File: config.mk
export PLATFORM = sky130hd
export DESIGN_NAME = rtpl_cell
export DESIGN_NICKNAME = d
export VERILOG_FILES = /design/src/rtl/rtpl_pkg.sv /design/src/rtl/rtpl_cell.sv
export SDC_FILE = /design/constraint.sdc
export NUM_CORES = 1
export LEC_CHECK = 0
export BUFFER_PORTS_ARGS = -buffer_cell sky130_fd_sc_hd__buf_2
export CAP_MARGIN = 20
export CORE_AREA = 2 2 99 101
export CTS_CLUSTER_DIAMETER = 120
export DETAILED_ROUTE_END_ITERATION = 8
export DIE_AREA = 0 0 101 103
export PLACE_DENSITY = 0.82
export RECOVER_POWER = 50
export SKIP_LAST_GASP = 1
export SYNTH_ARGS = -nofsm -noshare
export SYNTH_HDL_FRONTEND = slang
export SYNTH_SLANG_ARGS = --single-unit
File: constraint.sdc
create_clock -name clk -period 5.35 [get_ports clk]
set_clock_uncertainty 0.1 [all_clocks]
set_input_delay 0.2675 -clock clk [delete_from_list [all_inputs] [get_ports clk]]
set_output_delay 0.2675 -clock clk [all_outputs]
set_load 0.1 [all_outputs]
File: src/rtl/rtpl_pkg.sv
// ----------------------------------------------------------------------------
// Route table prefix lookup package
// Shared widths, codes, types and helpers for the route table blocks.
// ----------------------------------------------------------------------------
`default_nettype none

package rtpl_pkg;

  // Defaults for the top-level parameters.
  localparam int ROUTES_DEF    = 32;
  localparam int ADDR_BITS_DEF = 64;

  // Fixed payload widths.
  localparam int OP_W     = 2;
  localparam int ADDR_W   = 64;
  localparam int LEN_W    = 7;
  localparam int HOP_W    = 8;
  localparam int TYPE_W   = 3;
  localparam int STATUS_W = 2;
  localparam int CNT_W    = 6;
  localparam int CNT_MAX  = 63;

  // Operation codes of an input item.
  typedef enum logic [OP_W-1:0] {
    OP_ADD    = 2'd0,
    OP_REMOVE = 2'd1,
    OP_LOOKUP = 2'd2
  } rtpl_op_e;

  // Status codes of a result item.
  typedef enum logic [STATUS_W-1:0] {
    ST_OK       = 2'd0,
    ST_NO_ROUTE = 2'd1,
    ST_SELF     = 2'd2,
    ST_FULL     = 2'd3
  } rtpl_status_e;

  // Controller states.
  typedef enum logic [1:0] {
    S_IDLE,
    S_SCAN,
    S_SORT,
    S_DONE
  } rtpl_state_e;

  // Route attributes kept next to the address in every cell.
  typedef struct packed {
    logic [LEN_W-1:0]  len;
    logic [HOP_W-1:0]  hop;
    logic [TYPE_W-1:0] rtype;
  } rtpl_attr_t;

  // Per-cycle command broadcast to every cell of the chain.
  typedef struct packed {
    logic shift;  // rotate: every cell loads its right neighbor
    logic sort;   // compaction pass: swap a hole with the kept entry to its right
    logic phase;  // which pairs are compared in this compaction cycle
  } rtpl_cell_ctl_t;

  // Clamp a count to the six-bit result fields.
  function automatic logic [CNT_W-1:0] sat6(input logic [15:0] v);
    logic [CNT_W-1:0] r;
    if (v > 16'(CNT_MAX)) begin
      r = CNT_W'(CNT_MAX);
    end else begin
      r = v[CNT_W-1:0];
    end
    return r;
  endfunction

endpackage

`default_nettype wire

File: src/rtl/rtpl_cell.sv
// ----------------------------------------------------------------------------
// Route table cell
// Holds one route and a hole flag; rotates toward the head or takes part in
// the odd-even compaction pass with its neighbors.
// ----------------------------------------------------------------------------
`default_nettype none

module rtpl_cell import rtpl_pkg::*; #(
  parameter int   ADDR_BITS = ADDR_BITS_DEF,
  parameter logic PARITY    = 1'b0
) (
  input  wire logic                 clk,
  input  wire rtpl_cell_ctl_t       ctl,
  input  wire logic [ADDR_BITS-1:0] right_addr,
  input  wire rtpl_attr_t           right_attr,
  input  wire logic                 right_hole,
  input  wire logic [ADDR_BITS-1:0] left_addr,
  input  wire rtpl_attr_t           left_attr,
  input  wire logic                 left_hole,
  output logic [ADDR_BITS-1:0]      cell_addr,
  output rtpl_attr_t                cell_attr,
  output logic                      cell_hole
);

  logic [ADDR_BITS-1:0] addr_r, addr_nxt;
  rtpl_attr_t           attr_r, attr_nxt;
  logic                 hole_r, hole_nxt;

  // Choose the source of this cycle's content.
  always_comb begin
    addr_nxt = addr_r;
    attr_nxt = attr_r;
    hole_nxt = hole_r;
    if (ctl.shift) begin
      addr_nxt = right_addr;
      attr_nxt = right_attr;
      hole_nxt = right_hole;
    end else if (ctl.sort) begin
      if (ctl.phase == PARITY) begin
        // Left member of a pair: a hole trades places with a kept route.
        if (hole_r && !right_hole) begin
          addr_nxt = right_addr;
          attr_nxt = right_attr;
          hole_nxt = right_hole;
        end
      end else begin
        // Right member of a pair.
        if (left_hole && !hole_r) begin
          addr_nxt = left_addr;
          attr_nxt = left_attr;
          hole_nxt = left_hole;
        end
      end
    end
  end

  // Route storage has no reset; only entries below the count are ever read.
  always_ff @(posedge clk) begin
    addr_r <= addr_nxt;
    attr_r <= attr_nxt;
    hole_r <= hole_nxt;
  end

  assign cell_addr = addr_r;
  assign cell_attr = attr_r;
  assign cell_hole = hole_r;

endmodule

`default_nettype wire

==> key figures <==
Drt
  • TritonRoute pass-1 iters: 6
  • DRC Markers: 0
  • Met3 routed wirelength: between 700 and 800 um
  • Routed Wire Length: about 9.0 mm
  • M1 WL: about 3.3 mm
  • ANT nets after route: 0
  • Post-DR vias/cell: between 4 and 5
  • Uppermost layer routed: met4
  • DR WL/cell: 16.28 um
  • Drt first-iter violations: 38
  • Routed met2 length: about 4.8 mm
  • DR vias: 2600

Place
  • Port Buffers: roughly 250
  • DP Wirelength: around 6.8 mm
  • Placer congestion estimate: 0.6919

Power and ir drop
  • Reg power frac: 41.9%
  • Peak VDD IR: 236.1 uV
  • Power Density: around 370 nW/um2
  • Int Power: approximately 1200 uW
  • Clock share of power: between 20 and 30%
  • Leak: roughly 0.0022 uW
  • Total power: between 1500 and 2000 uW
  • Switching power: approximately 690 uW
  • Combinational Power Share: between 30% and 40%
  • Sw Ratio: a little over a third

Cells and area
  • Final nets: between 600 and 700
  • Layout cells sized above 1: a little over half
  • Layout area overhead: 32.37%
  • Filler cell count: about 840
  • ANT cells: 0
  • Fin util: between 50% and 60%

Clock tree
  • Worst-Skew Late Latency: 0.34 ns
  • Hold_buf cts: 0
  • # H-tree levels: 3
  • Register clock-pin slew on the reported worst setup and hold paths: approximately 0.080 ns
  • CTS buffer count: 9
  • CTS tree: built
  • Clock root buffer: clkbuf_8
  • CTS Buffer Depth: 2
  • Total setup buffers inserted after CTS: 0
  • Post_cts resized: 0
  • Clock Sinks: 83

Run status
  • Violated checks: capacitance limit, slew limit
  • Status: complete, but fails checks

Global routing
  • Tot GR Track Use: 16.12%
  • Vias in the first global route: between 2000 and 3000
  • Aggregate global routing overflow: 0
  • Largest net degree at the start of global routing: 84
  • First-pass GRT wire length: 12.48 mm
  • Initial antenna violation count: 0

Synth
  • Most frequent cells after synthesis: 83 x edfxtp_1, 70 x mux2_4, 13 x mux2_2
  • Proportion of netlist area held by the largest area contributor: a little under two thirds
  • EDFF count, synth: 83
  • Dominant cell by count in the synthesized netlist: edfxtp_1
  • Synth async-reset ratio: 0%
  • Syn_nets: about 350
  • Average size of a mapped cell: between 20 and 25 um2
  • Post-Syn Instances: 179
  • Synth area leader: edfxtp_1
  • Post-synth top flop: edfxtp_1
  • Yosys cell types: 9
  • Synth Register Bits: 83
  • Sequential fraction of the synthesis area: between 60 and 70%
  • Ys Warns: 0
  • Largest cells by area after synthesis: edfxtp_1 64%, mux2_4 27%, buf_12 4.1%
  • Post-Syn Area: around 3900 um2

Critical path
  • CP cell instances: clkbuf_1 > nor2b_1 > clkbuf_1 > mux2_2
  • Crit path kind: in2reg
  • CP max stage delay: ~1.5 ns
  • Critical Path Fanout Max: 38
  • CP max stage cell: clkbuf_1
  • Setup slack, reg-to-reg: ~3.4 ns
  • Critical Path RT: around 5.4 ns
  • Crit end category: flip-flop
  • CP arrival: approximately 2.5 ns
  • Most common cell on crit path: clkbuf_1
  • CP startpoint kind: primary input

Flow run
  • MaxCap Viol Count: 1

STA
  • Final setup viols: 0
  • Max Fclk: around 0.4 GHz
  • Max Slew Vio Count: 39
  • Fin crit period: roughly 2.5 ns
  • RSZ-0062 raised after global routing: false
  • Crit share post-route: between 40 and 50%
  • Worst slew margin: -38.41%
  • TNS Setup: 0 ns
  • Worst-margin pin slew: between 2 and 2.5 ns
  • Final Hold Viols: 0

Floorplan
  • Row cnt: 36
  • Core ar.: approximately 9500 um2
  • Die ar.: 10400 um2
  • Starting density of the core: between 40% and 50%
  • Die Ht: between 100 and 150 um
  • I/O pin cnt: around 250
  • Die W: 101 um

Hold path
  • Min-delay worst type: in2reg
stage by stage:
step,worst slack [ns],instance area [um2],hold WS (ns),instances
2_1_floorplan,1.708,3900,0.3850,179
3_3_place_gp,3.361,5156,0.4697,538
3_5_place_dp,3.309,5156,0.4706,538
4_1_cts,3.282,5388,0.08913,554
5_1_grt,2.662,5162,0.07447,555
6_report,2.826,5162,0.1021,555
critical path, delay by kind of cell:
kind / cells / cell delay [ns]
multiplexers: 1 / 0.46
AND/OR/NAND/NOR: 1 / 0.17
buffers and inverters: 2 / 1.60
cells in the final DEF (no fill, tap or decap), drive strengths merged:
cell,netlist,routed
clkinv,0,3
clkbuf,0,84
edfxtp,83,83
and4bb,1,1
bufinv,0,3
or3,1,1
mux2,83,83
nor2b,1,1
buf,9,181
and4b,1,1
power groups by stage:
stage / Clock (uW) / Sequential (uW) / Combinational [uW]
3_5_place_dp: 0 / 812 / 614
2_1_floorplan: 0 / 1190 / 116
3_3_place_gp: 0 / 810 / 607
6_report: 526 / 797 / 579
4_1_cts: 544 / 798 / 614
5_1_grt: 571 / 802 / 599
kinds of logic (layout without fill, tap and decap cells):
group	count (synthesis)	count (layout)	share of synthesized area [%]
multiplexers	83	83	30.70
flip-flops	83	83	63.91
buffers and inverters	9	271	4.299
AND/OR/NAND/NOR	4	4	1.091
flip-flops by register name, indices dropped and copies added, names as in the netlist:
register / count
cell_addr: 64
cell_hole: 1
cell_attr: 18
cell type report:
type	instances	area [um2]	share of cell area (%)
sequential	83	2492	48.28
clock inverter	6	103.9	2.012
multi-input combinational	87	1095	21.21
clock buffer	10	127.6	2.472
timing repair buffer	255	1201	23.27
tap	114	142.6	2.763
path summary, 6_finish.rpt:
check | end | cells after the start | startpoint
worst max-delay path | cell_attr[14] | 4 | ctl[0]
worst min register to register | cell_addr[22] | 2 | cell_hole
worst min-delay path | cell_addr[56] | 2 | right_addr[56]
worst max register to register | cell_addr[42] | 3 | cell_hole
metal layers:
metal  track usage (%)  vias up
met4             8.524        0
met5                 0        -
li1                  -     1217
met1             16.55     1217
met2             29.23      150
met3             5.356       16
Power figures use the tool's default switching activity.
