File: src/rtl/rtpl_pkg.sv
// ----------------------------------------------------------------------------
// Route table prefix lookup package
// Shared widths, codes, types and helpers for the route table blocks.
// ----------------------------------------------------------------------------
`default_nettype none

package rtpl_pkg;

  // Defaults for the top-level parameters.
  localparam int ROUTES_DEF    = 32;
  localparam int ADDR_BITS_DEF = 64;

  // Fixed payload widths.
  localparam int OP_W     = 2;
  localparam int ADDR_W   = 64;
  localparam int LEN_W    = 7;
  localparam int HOP_W    = 8;
  localparam int TYPE_W   = 3;
  localparam int STATUS_W = 2;
  localparam int CNT_W    = 6;
  localparam int CNT_MAX  = 63;

  // Operation codes of an input item.
  typedef enum logic [OP_W-1:0] {
    OP_ADD    = 2'd0,
    OP_REMOVE = 2'd1,
    OP_LOOKUP = 2'd2
  } rtpl_op_e;

  // Status codes of a result item.
  typedef enum logic [STATUS_W-1:0] {
    ST_OK       = 2'd0,
    ST_NO_ROUTE = 2'd1,
    ST_SELF     = 2'd2,
    ST_FULL     = 2'd3
  } rtpl_status_e;

  // Controller states.
  typedef enum logic [1:0] {
    S_IDLE,
    S_SCAN,
    S_SORT,
    S_DONE
  } rtpl_state_e;

  // Route attributes kept next to the address in every cell.
  typedef struct packed {
    logic [LEN_W-1:0]  len;
    logic [HOP_W-1:0]  hop;
    logic [TYPE_W-1:0] rtype;
  } rtpl_attr_t;

  // Per-cycle command broadcast to every cell of the chain.
  typedef struct packed {
    logic shift;  // rotate: every cell loads its right neighbor
    logic sort;   // compaction pass: swap a hole with the kept entry to its right
    logic phase;  // which pairs are compared in this compaction cycle
  } rtpl_cell_ctl_t;

  // Clamp a count to the six-bit result fields.
  function automatic logic [CNT_W-1:0] sat6(input logic [15:0] v);
    logic [CNT_W-1:0] r;
    if (v > 16'(CNT_MAX)) begin
      r = CNT_W'(CNT_MAX);
    end else begin
      r = v[CNT_W-1:0];
    end
    return r;
  endfunction

endpackage

`default_nettype wire

File: src/rtl/rtpl_if.sv
// ----------------------------------------------------------------------------
// Route table channel interfaces
// Valid/ready channels for request items and result items.
// ----------------------------------------------------------------------------
`default_nettype none

// Request channel: one item is one table operation.
interface rtpl_in_if import rtpl_pkg::*; ();
  logic              valid;
  logic              ready;
  logic [OP_W-1:0]   operation;
  logic [ADDR_W-1:0] address;
  logic [LEN_W-1:0]  pfx_length;
  logic [HOP_W-1:0]  hop_id;
  logic [TYPE_W-1:0] route_type;
  logic              use_address;
  logic              use_length;
  logic              use_hop;
  logic              use_type;

  modport source (
    output valid, operation, address, pfx_length, hop_id, route_type,
           use_address, use_length, use_hop, use_type,
    input  ready
  );
  modport sink (
    input  valid, operation, address, pfx_length, hop_id, route_type,
           use_address, use_length, use_hop, use_type,
    output ready
  );
endinterface

// Result channel: one item per request.
interface rtpl_out_if import rtpl_pkg::*; ();
  logic                valid;
  logic                ready;
  logic [STATUS_W-1:0] status;
  logic [HOP_W-1:0]    hop_found;
  logic [TYPE_W-1:0]   type_found;
  logic [LEN_W-1:0]    length_found;
  logic [CNT_W-1:0]    removed_count;
  logic [CNT_W-1:0]    entries_in_use;

  modport source (
    output valid, status, hop_found, type_found, length_found, removed_count,
           entries_in_use,
    input  ready
  );
  modport sink (
    input  valid, status, hop_found, type_found, length_found, removed_count,
           entries_in_use,
    output ready
  );
endinterface

`default_nettype wire

File: src/rtl/rtpl_ctrl.sv
// ----------------------------------------------------------------------------
// Route table controller
// Sequences each operation over the cell chain, evaluates the route at the
// head of the chain, and holds the count, own address and result register.
// ----------------------------------------------------------------------------
`default_nettype none

module rtpl_ctrl import rtpl_pkg::*; #(
  parameter int ROUTES    = ROUTES_DEF,
  parameter int ADDR_BITS = ADDR_BITS_DEF
) (
  input  wire logic                 clk,
  input  wire logic                 rst_n,
  rtpl_in_if.sink                   in_ch,
  rtpl_out_if.source                out_ch,
  input  wire logic                 cfg_we,
  input  wire logic [ADDR_W-1:0]    cfg_data,
  input  wire logic [ADDR_BITS-1:0] head_addr,
  input  wire rtpl_attr_t           head_attr,
  output rtpl_cell_ctl_t            cell_ctl,
  output logic [ADDR_BITS-1:0]      inj_addr,
  output rtpl_attr_t                inj_attr,
  output logic                      inj_hole
);

  localparam int CW = $clog2(ROUTES + 1);
  localparam int KW = $clog2(ROUTES);

  // Control state.
  rtpl_state_e          state_r, state_nxt;
  logic [KW-1:0]        k_r, k_nxt;
  logic [CW-1:0]        count_r, count_nxt;
  logic [ADDR_BITS-1:0] own_r;
  logic                 out_valid_r, out_valid_nxt;

  // Working registers of the current item.
  logic [OP_W-1:0]      op_r, op_nxt;
  logic [ADDR_BITS-1:0] addr_r, addr_nxt;
  rtpl_attr_t           item_r, item_nxt;
  logic                 fa_r, fa_nxt, fl_r, fl_nxt, fh_r, fh_nxt, ft_r, ft_nxt;
  logic [CW-1:0]        kept_r, kept_nxt;
  logic                 have_r, have_nxt;
  rtpl_attr_t           best_r, best_nxt;
  rtpl_status_e         res_status_r, res_status_nxt;
  rtpl_attr_t           res_attr_r, res_attr_nxt;
  logic [CNT_W-1:0]     res_removed_r, res_removed_nxt;

  // Result register.
  logic [STATUS_W-1:0]  out_status_r, out_status_nxt;
  rtpl_attr_t           out_attr_r, out_attr_nxt;
  logic [CNT_W-1:0]     out_removed_r, out_removed_nxt;
  logic [CNT_W-1:0]     out_entries_r, out_entries_nxt;

  // Head evaluation.
  logic [ADDR_BITS-1:0] hmask;
  logic                 head_live;
  logic                 rm_match;
  logic                 lk_hit;
  logic                 lk_skip;

  // Prefix mask of the head route, most significant bits first.
  always_comb begin
    for (int j = 0; j < ADDR_BITS; j++) begin
      hmask[j] = (7'(ADDR_BITS - 1 - j) < head_attr.len);
    end
  end

  assign head_live = (CW'(k_r) < count_r);
  assign lk_hit    = (head_attr.len <= 7'(ADDR_BITS)) &&
                     (((head_addr ^ addr_r) & hmask) == '0);
  assign lk_skip   = have_r && ((head_attr.rtype > best_r.rtype) ||
                     ((head_attr.rtype == best_r.rtype) &&
                      (head_attr.len <= best_r.len)));
  assign rm_match  = (!fa_r || (head_addr == addr_r)) &&
                     (!fl_r || (head_attr.len == item_r.len)) &&
                     (!fh_r || (head_attr.hop == item_r.hop)) &&
                     (!ft_r || (head_attr.rtype == item_r.rtype));

  // Sequencer: next state, chain commands and result capture.
  always_comb begin
    state_nxt       = state_r;
    k_nxt           = k_r;
    count_nxt       = count_r;
    op_nxt          = op_r;
    addr_nxt        = addr_r;
    item_nxt        = item_r;
    fa_nxt          = fa_r;
    fl_nxt          = fl_r;
    fh_nxt          = fh_r;
    ft_nxt          = ft_r;
    kept_nxt        = kept_r;
    have_nxt        = have_r;
    best_nxt        = best_r;
    res_status_nxt  = res_status_r;
    res_attr_nxt    = res_attr_r;
    res_removed_nxt = res_removed_r;
    out_status_nxt  = out_status_r;
    out_attr_nxt    = out_attr_r;
    out_removed_nxt = out_removed_r;
    out_entries_nxt = out_entries_r;
    out_valid_nxt   = out_valid_r;
    cell_ctl        = '0;
    inj_addr        = head_addr;
    inj_attr        = head_attr;
    inj_hole        = 1'b0;

    // The consumer takes the waiting result item.
    if (out_valid_r && out_ch.ready) begin
      out_valid_nxt = 1'b0;
    end

    case (state_r)
      S_IDLE: begin
        if (in_ch.valid) begin
          op_nxt          = in_ch.operation;
          addr_nxt        = in_ch.address[ADDR_BITS-1:0];
          item_nxt.len    = in_ch.pfx_length;
          item_nxt.hop    = in_ch.hop_id;
          item_nxt.rtype  = in_ch.route_type;
          fa_nxt          = in_ch.use_address;
          fl_nxt          = in_ch.use_length;
          fh_nxt          = in_ch.use_hop;
          ft_nxt          = in_ch.use_type;
          k_nxt           = '0;
          kept_nxt        = '0;
          have_nxt        = 1'b0;
          res_status_nxt  = ST_OK;
          res_attr_nxt    = '0;
          res_removed_nxt = '0;
          case (in_ch.operation)
            OP_ADD: begin
              if (count_r == CW'(ROUTES)) begin
                res_status_nxt = ST_FULL;
                state_nxt      = S_DONE;
              end else begin
                state_nxt = S_SCAN;
              end
            end
            OP_REMOVE: begin
              state_nxt = S_SCAN;
            end
            OP_LOOKUP: begin
              if (in_ch.address[ADDR_BITS-1:0] == own_r) begin
                res_status_nxt = ST_SELF;
                state_nxt      = S_DONE;
              end else begin
                state_nxt = S_SCAN;
              end
            end
            default: begin
              state_nxt = S_DONE;
            end
          endcase
        end
      end

      S_SCAN: begin
        // One full rotation: route k is at the head while the scan index is k.
        cell_ctl.shift = 1'b1;
        case (op_r)
          OP_ADD: begin
            if (CW'(k_r) == count_r) begin
              inj_addr = addr_r;
              inj_attr = item_r;
            end
          end
          OP_REMOVE: begin
            inj_hole = !head_live || rm_match;
            if (head_live && !rm_match) begin
              kept_nxt = kept_r + CW'(1);
            end
          end
          default: begin
            if (head_live && !lk_skip && lk_hit) begin
              have_nxt = 1'b1;
              best_nxt = head_attr;
            end
          end
        endcase
        k_nxt = k_r + KW'(1);
        if (k_r == KW'(ROUTES - 1)) begin
          k_nxt = '0;
          case (op_r)
            OP_ADD: begin
              count_nxt = count_r + CW'(1);
              state_nxt = S_DONE;
            end
            OP_REMOVE: begin
              state_nxt = S_SORT;
            end
            default: begin
              if (have_nxt) begin
                res_attr_nxt = best_nxt;
              end else begin
                res_status_nxt = ST_NO_ROUTE;
              end
              state_nxt = S_DONE;
            end
          endcase
        end
      end

      S_SORT: begin
        // Odd-even transposition moves kept routes ahead of the holes.
        cell_ctl.sort  = 1'b1;
        cell_ctl.phase = k_r[0];
        inj_hole       = 1'b1;
        k_nxt          = k_r + KW'(1);
        if (k_r == KW'(ROUTES - 1)) begin
          k_nxt           = '0;
          count_nxt       = kept_r;
          res_removed_nxt = sat6(16'(count_r - kept_r));
          state_nxt       = S_DONE;
        end
      end

      S_DONE: begin
        // Wait for room in the result register.
        if (!out_valid_r || out_ch.ready) begin
          out_status_nxt  = res_status_r;
          out_attr_nxt    = res_attr_r;
          out_removed_nxt = res_removed_r;
          out_entries_nxt = sat6(16'(count_r));
          out_valid_nxt   = 1'b1;
          state_nxt       = S_IDLE;
        end
      end

      default: begin
        state_nxt = S_IDLE;
      end
    endcase
  end

  // Control registers.
  always_ff @(posedge clk) begin
    if (!rst_n) begin
      state_r     <= S_IDLE;
      k_r         <= '0;
      count_r     <= '0;
      own_r       <= '0;
      out_valid_r <= 1'b0;
    end else begin
      state_r     <= state_nxt;
      k_r         <= k_nxt;
      count_r     <= count_nxt;
      out_valid_r <= out_valid_nxt;
      if (cfg_we) begin
        own_r <= cfg_data[ADDR_BITS-1:0];
      end
    end
  end

  // Payload registers.
  always_ff @(posedge clk) begin
    op_r          <= op_nxt;
    addr_r        <= addr_nxt;
    item_r        <= item_nxt;
    fa_r          <= fa_nxt;
    fl_r          <= fl_nxt;
    fh_r          <= fh_nxt;
    ft_r          <= ft_nxt;
    kept_r        <= kept_nxt;
    have_r        <= have_nxt;
    best_r        <= best_nxt;
    res_status_r  <= res_status_nxt;
    res_attr_r    <= res_attr_nxt;
    res_removed_r <= res_removed_nxt;
    out_status_r  <= out_status_nxt;
    out_attr_r    <= out_attr_nxt;
    out_removed_r <= out_removed_nxt;
    out_entries_r <= out_entries_nxt;
  end

  // Channel outputs.
  assign in_ch.ready           = (state_r == S_IDLE);
  assign out_ch.valid          = out_valid_r;
  assign out_ch.status         = out_status_r;
  assign out_ch.hop_found      = out_attr_r.hop;
  assign out_ch.type_found     = out_attr_r.rtype;
  assign out_ch.length_found   = out_attr_r.len;
  assign out_ch.removed_count  = out_removed_r;
  assign out_ch.entries_in_use = out_entries_r;

endmodule

`default_nettype wire
File: src/flat_wrapper.sv
// flat-port wrapper written by rule: the top's interface ports become plain ports
module rtpl_ctrl_flat import rtpl_pkg::*;
#(
  parameter int ROUTES    = ROUTES_DEF,
  parameter int ADDR_BITS = ADDR_BITS_DEF
)
  (clk, rst_n, cfg_we, cfg_data, head_addr, head_attr, cell_ctl, inj_addr, inj_attr, inj_hole, in_ch_valid, in_ch_operation, in_ch_address, in_ch_pfx_length, in_ch_hop_id, in_ch_route_type, in_ch_use_address, in_ch_use_length, in_ch_use_hop, in_ch_use_type, in_ch_ready, out_ch_valid, out_ch_status, out_ch_hop_found, out_ch_type_found, out_ch_length_found, out_ch_removed_count, out_ch_entries_in_use, out_ch_ready);
  rtpl_in_if in_ch_i ();
  rtpl_out_if out_ch_i ();
  input  wire logic clk;
  input  wire logic rst_n;
  input  wire logic cfg_we;
  input  wire logic [ADDR_W-1:0] cfg_data;
  input  wire logic [ADDR_BITS-1:0] head_addr;
  input  wire rtpl_attr_t head_attr;
  output rtpl_cell_ctl_t cell_ctl;
  output logic [ADDR_BITS-1:0] inj_addr;
  output rtpl_attr_t inj_attr;
  output logic inj_hole;
  input wire logic [$bits(in_ch_i.valid)-1:0] in_ch_valid;
  input wire logic [$bits(in_ch_i.operation)-1:0] in_ch_operation;
  input wire logic [$bits(in_ch_i.address)-1:0] in_ch_address;
  input wire logic [$bits(in_ch_i.pfx_length)-1:0] in_ch_pfx_length;
  input wire logic [$bits(in_ch_i.hop_id)-1:0] in_ch_hop_id;
  input wire logic [$bits(in_ch_i.route_type)-1:0] in_ch_route_type;
  input wire logic [$bits(in_ch_i.use_address)-1:0] in_ch_use_address;
  input wire logic [$bits(in_ch_i.use_length)-1:0] in_ch_use_length;
  input wire logic [$bits(in_ch_i.use_hop)-1:0] in_ch_use_hop;
  input wire logic [$bits(in_ch_i.use_type)-1:0] in_ch_use_type;
  output wire logic [$bits(in_ch_i.ready)-1:0] in_ch_ready;
  output wire logic [$bits(out_ch_i.valid)-1:0] out_ch_valid;
  output wire logic [$bits(out_ch_i.status)-1:0] out_ch_status;
  output wire logic [$bits(out_ch_i.hop_found)-1:0] out_ch_hop_found;
  output wire logic [$bits(out_ch_i.type_found)-1:0] out_ch_type_found;
  output wire logic [$bits(out_ch_i.length_found)-1:0] out_ch_length_found;
  output wire logic [$bits(out_ch_i.removed_count)-1:0] out_ch_removed_count;
  output wire logic [$bits(out_ch_i.entries_in_use)-1:0] out_ch_entries_in_use;
  input wire logic [$bits(out_ch_i.ready)-1:0] out_ch_ready;
  assign in_ch_i.valid = in_ch_valid;
  assign in_ch_i.operation = in_ch_operation;
  assign in_ch_i.address = in_ch_address;
  assign in_ch_i.pfx_length = in_ch_pfx_length;
  assign in_ch_i.hop_id = in_ch_hop_id;
  assign in_ch_i.route_type = in_ch_route_type;
  assign in_ch_i.use_address = in_ch_use_address;
  assign in_ch_i.use_length = in_ch_use_length;
  assign in_ch_i.use_hop = in_ch_use_hop;
  assign in_ch_i.use_type = in_ch_use_type;
  assign in_ch_ready = in_ch_i.ready;
  assign out_ch_valid = out_ch_i.valid;
  assign out_ch_status = out_ch_i.status;
  assign out_ch_hop_found = out_ch_i.hop_found;
  assign out_ch_type_found = out_ch_i.type_found;
  assign out_ch_length_found = out_ch_i.length_found;
  assign out_ch_removed_count = out_ch_i.removed_count;
  assign out_ch_entries_in_use = out_ch_i.entries_in_use;
  assign out_ch_i.ready = out_ch_ready;
  rtpl_ctrl #(.ROUTES(ROUTES), .ADDR_BITS(ADDR_BITS)) u_core (.clk(clk), .rst_n(rst_n), .in_ch(in_ch_i), .out_ch(out_ch_i), .cfg_we(cfg_we), .cfg_data(cfg_data), .head_addr(head_addr), .head_attr(head_attr), .cell_ctl(cell_ctl), .inj_addr(inj_addr), .inj_attr(inj_attr), .inj_hole(inj_hole));
endmodule
File: config.mk
export PLATFORM = sky130hd
export DESIGN_NAME = rtpl_ctrl_flat
export DESIGN_NICKNAME = d
export VERILOG_FILES = /design/src/rtl/rtpl_pkg.sv /design/src/rtl/rtpl_if.sv /design/src/rtl/rtpl_ctrl.sv /design/src/flat_wrapper.sv
export SDC_FILE = /design/constraint.sdc
export NUM_CORES = 1
export LEC_CHECK = 0
export ABC_AREA = 1
export BUFFER_PORTS_ARGS = -buffer_cell sky130_fd_sc_hd__buf_2
export CELL_PAD_IN_SITES_DETAIL_PLACEMENT = 0
export CELL_PAD_IN_SITES_GLOBAL_PLACEMENT = 1
export CORE_MARGIN = 5
export CORE_UTILIZATION = 27
export DETAILED_ROUTE_END_ITERATION = 16
export PLACE_DENSITY_LB_ADDON = 0.12
export SYNTH_ARGS = -nofsm -noshare
export SYNTH_HDL_FRONTEND = slang
export SYNTH_SLANG_ARGS = --single-unit
File: constraint.sdc
create_clock -name clk -period 5 [get_ports clk]
set_clock_uncertainty 0.1 [all_clocks]
set_input_delay 0.25 -clock clk [delete_from_list [all_inputs] [get_ports clk]]
set_output_delay 0.25 -clock clk [all_outputs]
set_load 0.1 [all_outputs]
==> results.py <==
metrics = {
    "run_status": {
        "status": "finished clean",
    },
    "placed_design": {
        "io_buffer_count": 358,
        "hpwl_mm": 43.0,
        "gp_congestion": 0.912,
    },
    "synthesis": {
        "synth_xor_xnor_area_share_pct": 3.53,
        "syn-num-nets": 2101,
        "ys.warnings.count": 0,
        "synthMuxAreaShare_pct": 0.729,
        "synth_compound_area_share_pct": 10.5,
        "synthAdderAreaFrac_pct": 2.84,
        "seq_area_frac_synth_pct": 48.2,
        "ys.flop_type": "edfxtp_1",
        "synth_cell_types": 43,
        "synth-seq-cells": 249,
        "async_flop_share_pct": 0,
        "synth_top_family_by_area": "simple AND/OR/NAND/NOR gates",
        "syn-mean-instance-area_um2": 7.59,
        "synthTopCellsByArea": "edfxtp_1 (37%), nand2_1 (14%), dfxtp_1 (11%)",
        "synthCells": 1831,
        "synth-edff-count": 171,
        "syn_area_um2": 13900,
        "yosysTopAreaCellShare_pct": 36.9,
        "yosysTopAreaCell": "edfxtp_1",
        "synth-simple-area-share_pct": 25.2,
    },
    "clock_tree": {
        "cts_sinks": 249,
        "htreeDepth": 2,
        "cts_buffers": 34,
        "clock_latency_ps": 540,
        "clkSlewWorstSetupHoldPaths_ps": 60,
        "clockBufferDepth": 3,
        "cts-root-buf": "clkbuf_16",
        "cts_tree": "done",
    },
    "floorplanning": {
        "chipWidth_um": 237,
        "pin_count": 359,
        "core_um2": 51200,
        "dieHeight_um": 237,
        "initial_core_util_pct": 27.1,
        "num_rows": 83,
        "die-area_um2": 56100,
    },
    "detailed_routing": {
        "drc_errors": 0,
        "wl_per_cell_um": 18.0,
        "wl_mm": 54.9,
        "firstDrtPassIters": 5,
        "drt_iter0_drc": 792,
        "vias": 13411,
        "ant_nets": 0,
        "viasPerCell": 4.41,
    },
    "critical_path": {
        "critPathMaxFanout": 47,
        "end_kind": "output pin",
        "path_common_cell": "inv_1",
        "crit_required_ps": 4650,
        "arrival_ps": 3560,
        "cp-start-kind": "flip-flop",
        "cp_num_buf_inv": 4,
        "crit_type": "flip-flop to output pin",
        "cpLargestDelayFamily": "simple AND/OR/NAND/NOR gates",
        "crit_chain": "inv_1 > ha_1 > inv_1 > nor4_1 > nand3_4 > buf_4 > mux2_2 > buf_12",
        "slowest_stage": "nand3_4",
        "cpPeakStageDelay_ps": 670,
    },
    "global_routing": {
        "grt_pass1_vias": 13666,
        "antenna_found_initial": 1,
        "grt_max_degree": 75,
        "grt_pass1_wl_mm": 82.5,
        "grt_overflow": 0,
        "grtUsageTotal_pct": 19.1,
    },
    "cells_and_area": {
        "nets": 2609,
        "n_fill_cell": 5274,
        "syn_to_final_growth_pct": 46.4,
        "diodes": 0,
        "drive_gt1_share_pct": 19.5,
    },
    "sta": {
        "fin_crit_ps": 3910,
        "rsz0062_at_grt": "false",
        "setup_violations": 0,
        "slew_headroom_pct": 25.5,
        "drv_slew": 0,
        "tightest_slew_ps": 1120,
        "finalSetupTns_ps": 0,
        "hold_violations": 0,
        "min_period_over_period_pct": 78.1,
        "max_freq_mhz": 256,
    },
    "pwr": {
        "p_sw_share_pct": 39.7,
        "p_sw_uw": 3440,
        "vdd_drop_max_uv": 173,
        "power_frac_comb_pct": 38.0,
        "power_leakage_uw": 0.00966,
        "p_int_uw": 5220,
        "clkPwrFrac_pct": 28.0,
        "power_density_nw_per_um2": 425,
        "seq_power_share_pct": 34.1,
        "total_power_uw": 8660,
    },
    "flow_run": {
        "cap_viol_max_count": 0,
    },
    "min_path": {
        "hp-class": "input pin to flip-flop",
    },
}
cells in the final DEF, fill, tap and decap left out, types with 10 or more instances in the layout:
cell type      instances
nand2_1              514
buf_2                276
inv_1                268
nor2_1               260
edfxtp_1             171
dlygate4sd3_1        153
o21ai_0              105
buf_12                83
dfxtp_1               78
a21oi_1               67
nand3_1               66
o21ai_1               62
clkbuf_16             35
xor2_1                30
ha_1                  30
xnor2_1               26
clkbuf_1              12
o22ai_1               11
nand4_1               10
a21oi_2               10
cell families after synthesis:
kind of cell               count (synthesis)
muxes                                      9
buffers and inverters                    327
and+or+nand+nor                          881
DFF                                      249
xor gates and xnor gates                  56
adders and majority gates                 31
AOI/OAI and AO/OA                        278
state kept, by name, indices dropped and copies added (netlist names), 2 cells and up:
register	cells
u_core.res_removed_r	6
u_core.op_r	2
u_core.k_r	5
u_core.best_r	18
u_core.out_ch.hop_found	8
u_core.state_r	2
u_core.out_ch.length_found	7
u_core.item_r	18
u_core.res_status_r	2
u_core.out_ch.type_found	3
u_core.res_attr_r	18
u_core.own_r	64
u_core.kept_r	6
u_core.out_ch.status	2
u_core.addr_r	64
u_core.out_ch.entries_in_use	6
u_core.out_ch.removed_count	6
u_core.count_r	6
power groups by stage:
stage / logic [uW] / clock network (uW) / registers [uW]
after global routing: 3550 / 2590 / 3000
after floorplan: 1910 / 0 / 3130
final: 3290 / 2420 / 2950
after detailed placement: 3220 / 0 / 2990
after CTS: 3330 / 2500 / 2950
after global placement: 3220 / 0 / 2990
per-layer routing:
| metal | up-vias | part of all wire, % | global-route usage [%] |
|---|---|---|---|
| met1 | 6120 | 45 | 25.6 |
| li1 | 6869 | - | - |
| met5 | - | 0 | 0 |
| met4 | 0 | 2.1 | 4.81 |
| met2 | 361 | 47 | 32.1 |
| met3 | 61 | 5.1 | 3.26 |
path summary, 6_finish.rpt:
kind,startpoint,endpoint,slack (ps),depth (start not counted)
setup reg to reg,u_core.count_r[4]$_SDFFE_PN0P_,u_core.res_attr_r[15]$_SDFFCE_PN0P_,2060,15
hold reg to reg,u_core.res_attr_r[1]$_SDFFCE_PN0P_,u_core.out_ch.type_found[1]$_DFFE_PP_,320,0
setup / recovery,u_core.count_r[1]$_SDFFE_PN0P_,inj_addr[5],1090,8
hold / removal,head_attr[6],u_core.best_r[6]$_DFFE_PP_,70,5
synthesized netlist by cell type (5+ instances only):
| cell | instances |
|---|---|
| nand2_1 | 514 |
| inv_1 | 269 |
| nor2_1 | 260 |
| edfxtp_1 | 171 |
| o21ai_0 | 158 |
| a21oi_1 | 78 |
| dfxtp_1 | 78 |
| nand3_1 | 67 |
| clkbuf_1 | 41 |
| ha_1 | 30 |
| xor2_1 | 30 |
| xnor2_1 | 26 |
| o22ai_1 | 11 |
| nand4_1 | 10 |
| mux2_2 | 9 |
| o21ai_1 | 9 |
| inv_2 | 8 |
| nor3_1 | 8 |
| o211ai_1 | 7 |
| or2_2 | 5 |
worst register-to-register path: stages (launching register included):
cell	delay [ps]
dfxtp_1	420
inv_1	110
ha_1	320
nand2_1	80
nor2_1	70
nand2_1	70
nand3_1	100
nor2_1	100
nand2_1	60
nor2_1	100
nand2_1	50
nor2_1	90
nand3_1	120
nand3_1	90
nand2_1	80
inv_1	600
area by class of cell:
class,count,area (um^2),share of cell area [%]
clock buffer,50,962,4.73
clock inverter,11,135,0.664
inverter,279,1050,5.16
multi-input combinational,1255,6020,29.6
sequential,249,6700,32.9
tap,680,851,4.18
timing repair buffer,520,4630,22.8
per-stage QoR:
stage / hold WS (ps) / cell area [um^2] / utilization, % / setup WS (ps) / instances
floorplan: 249 / 13900 / - / -468 / 1831
global placement: 301 / 17700 / 34.6 / 1460 / 2830
detailed placement: 305 / 17700 / 34.6 / 1540 / 2830
CTS: 40.4 / 20300 / 39.7 / 1050 / 3044
global route: 94.7 / 20300 / 39.7 / 833 / 3044
finish: 74.7 / 20300 / 39.7 / 1090 / 3044
timing repair:
item	CTS	global route
hold buffers	153	0
endpoints found under the hold margin	153	0
setup buffers	0	0
gates resized for setup	0	0
Note: power is estimated with default switching activity, not from simulation.
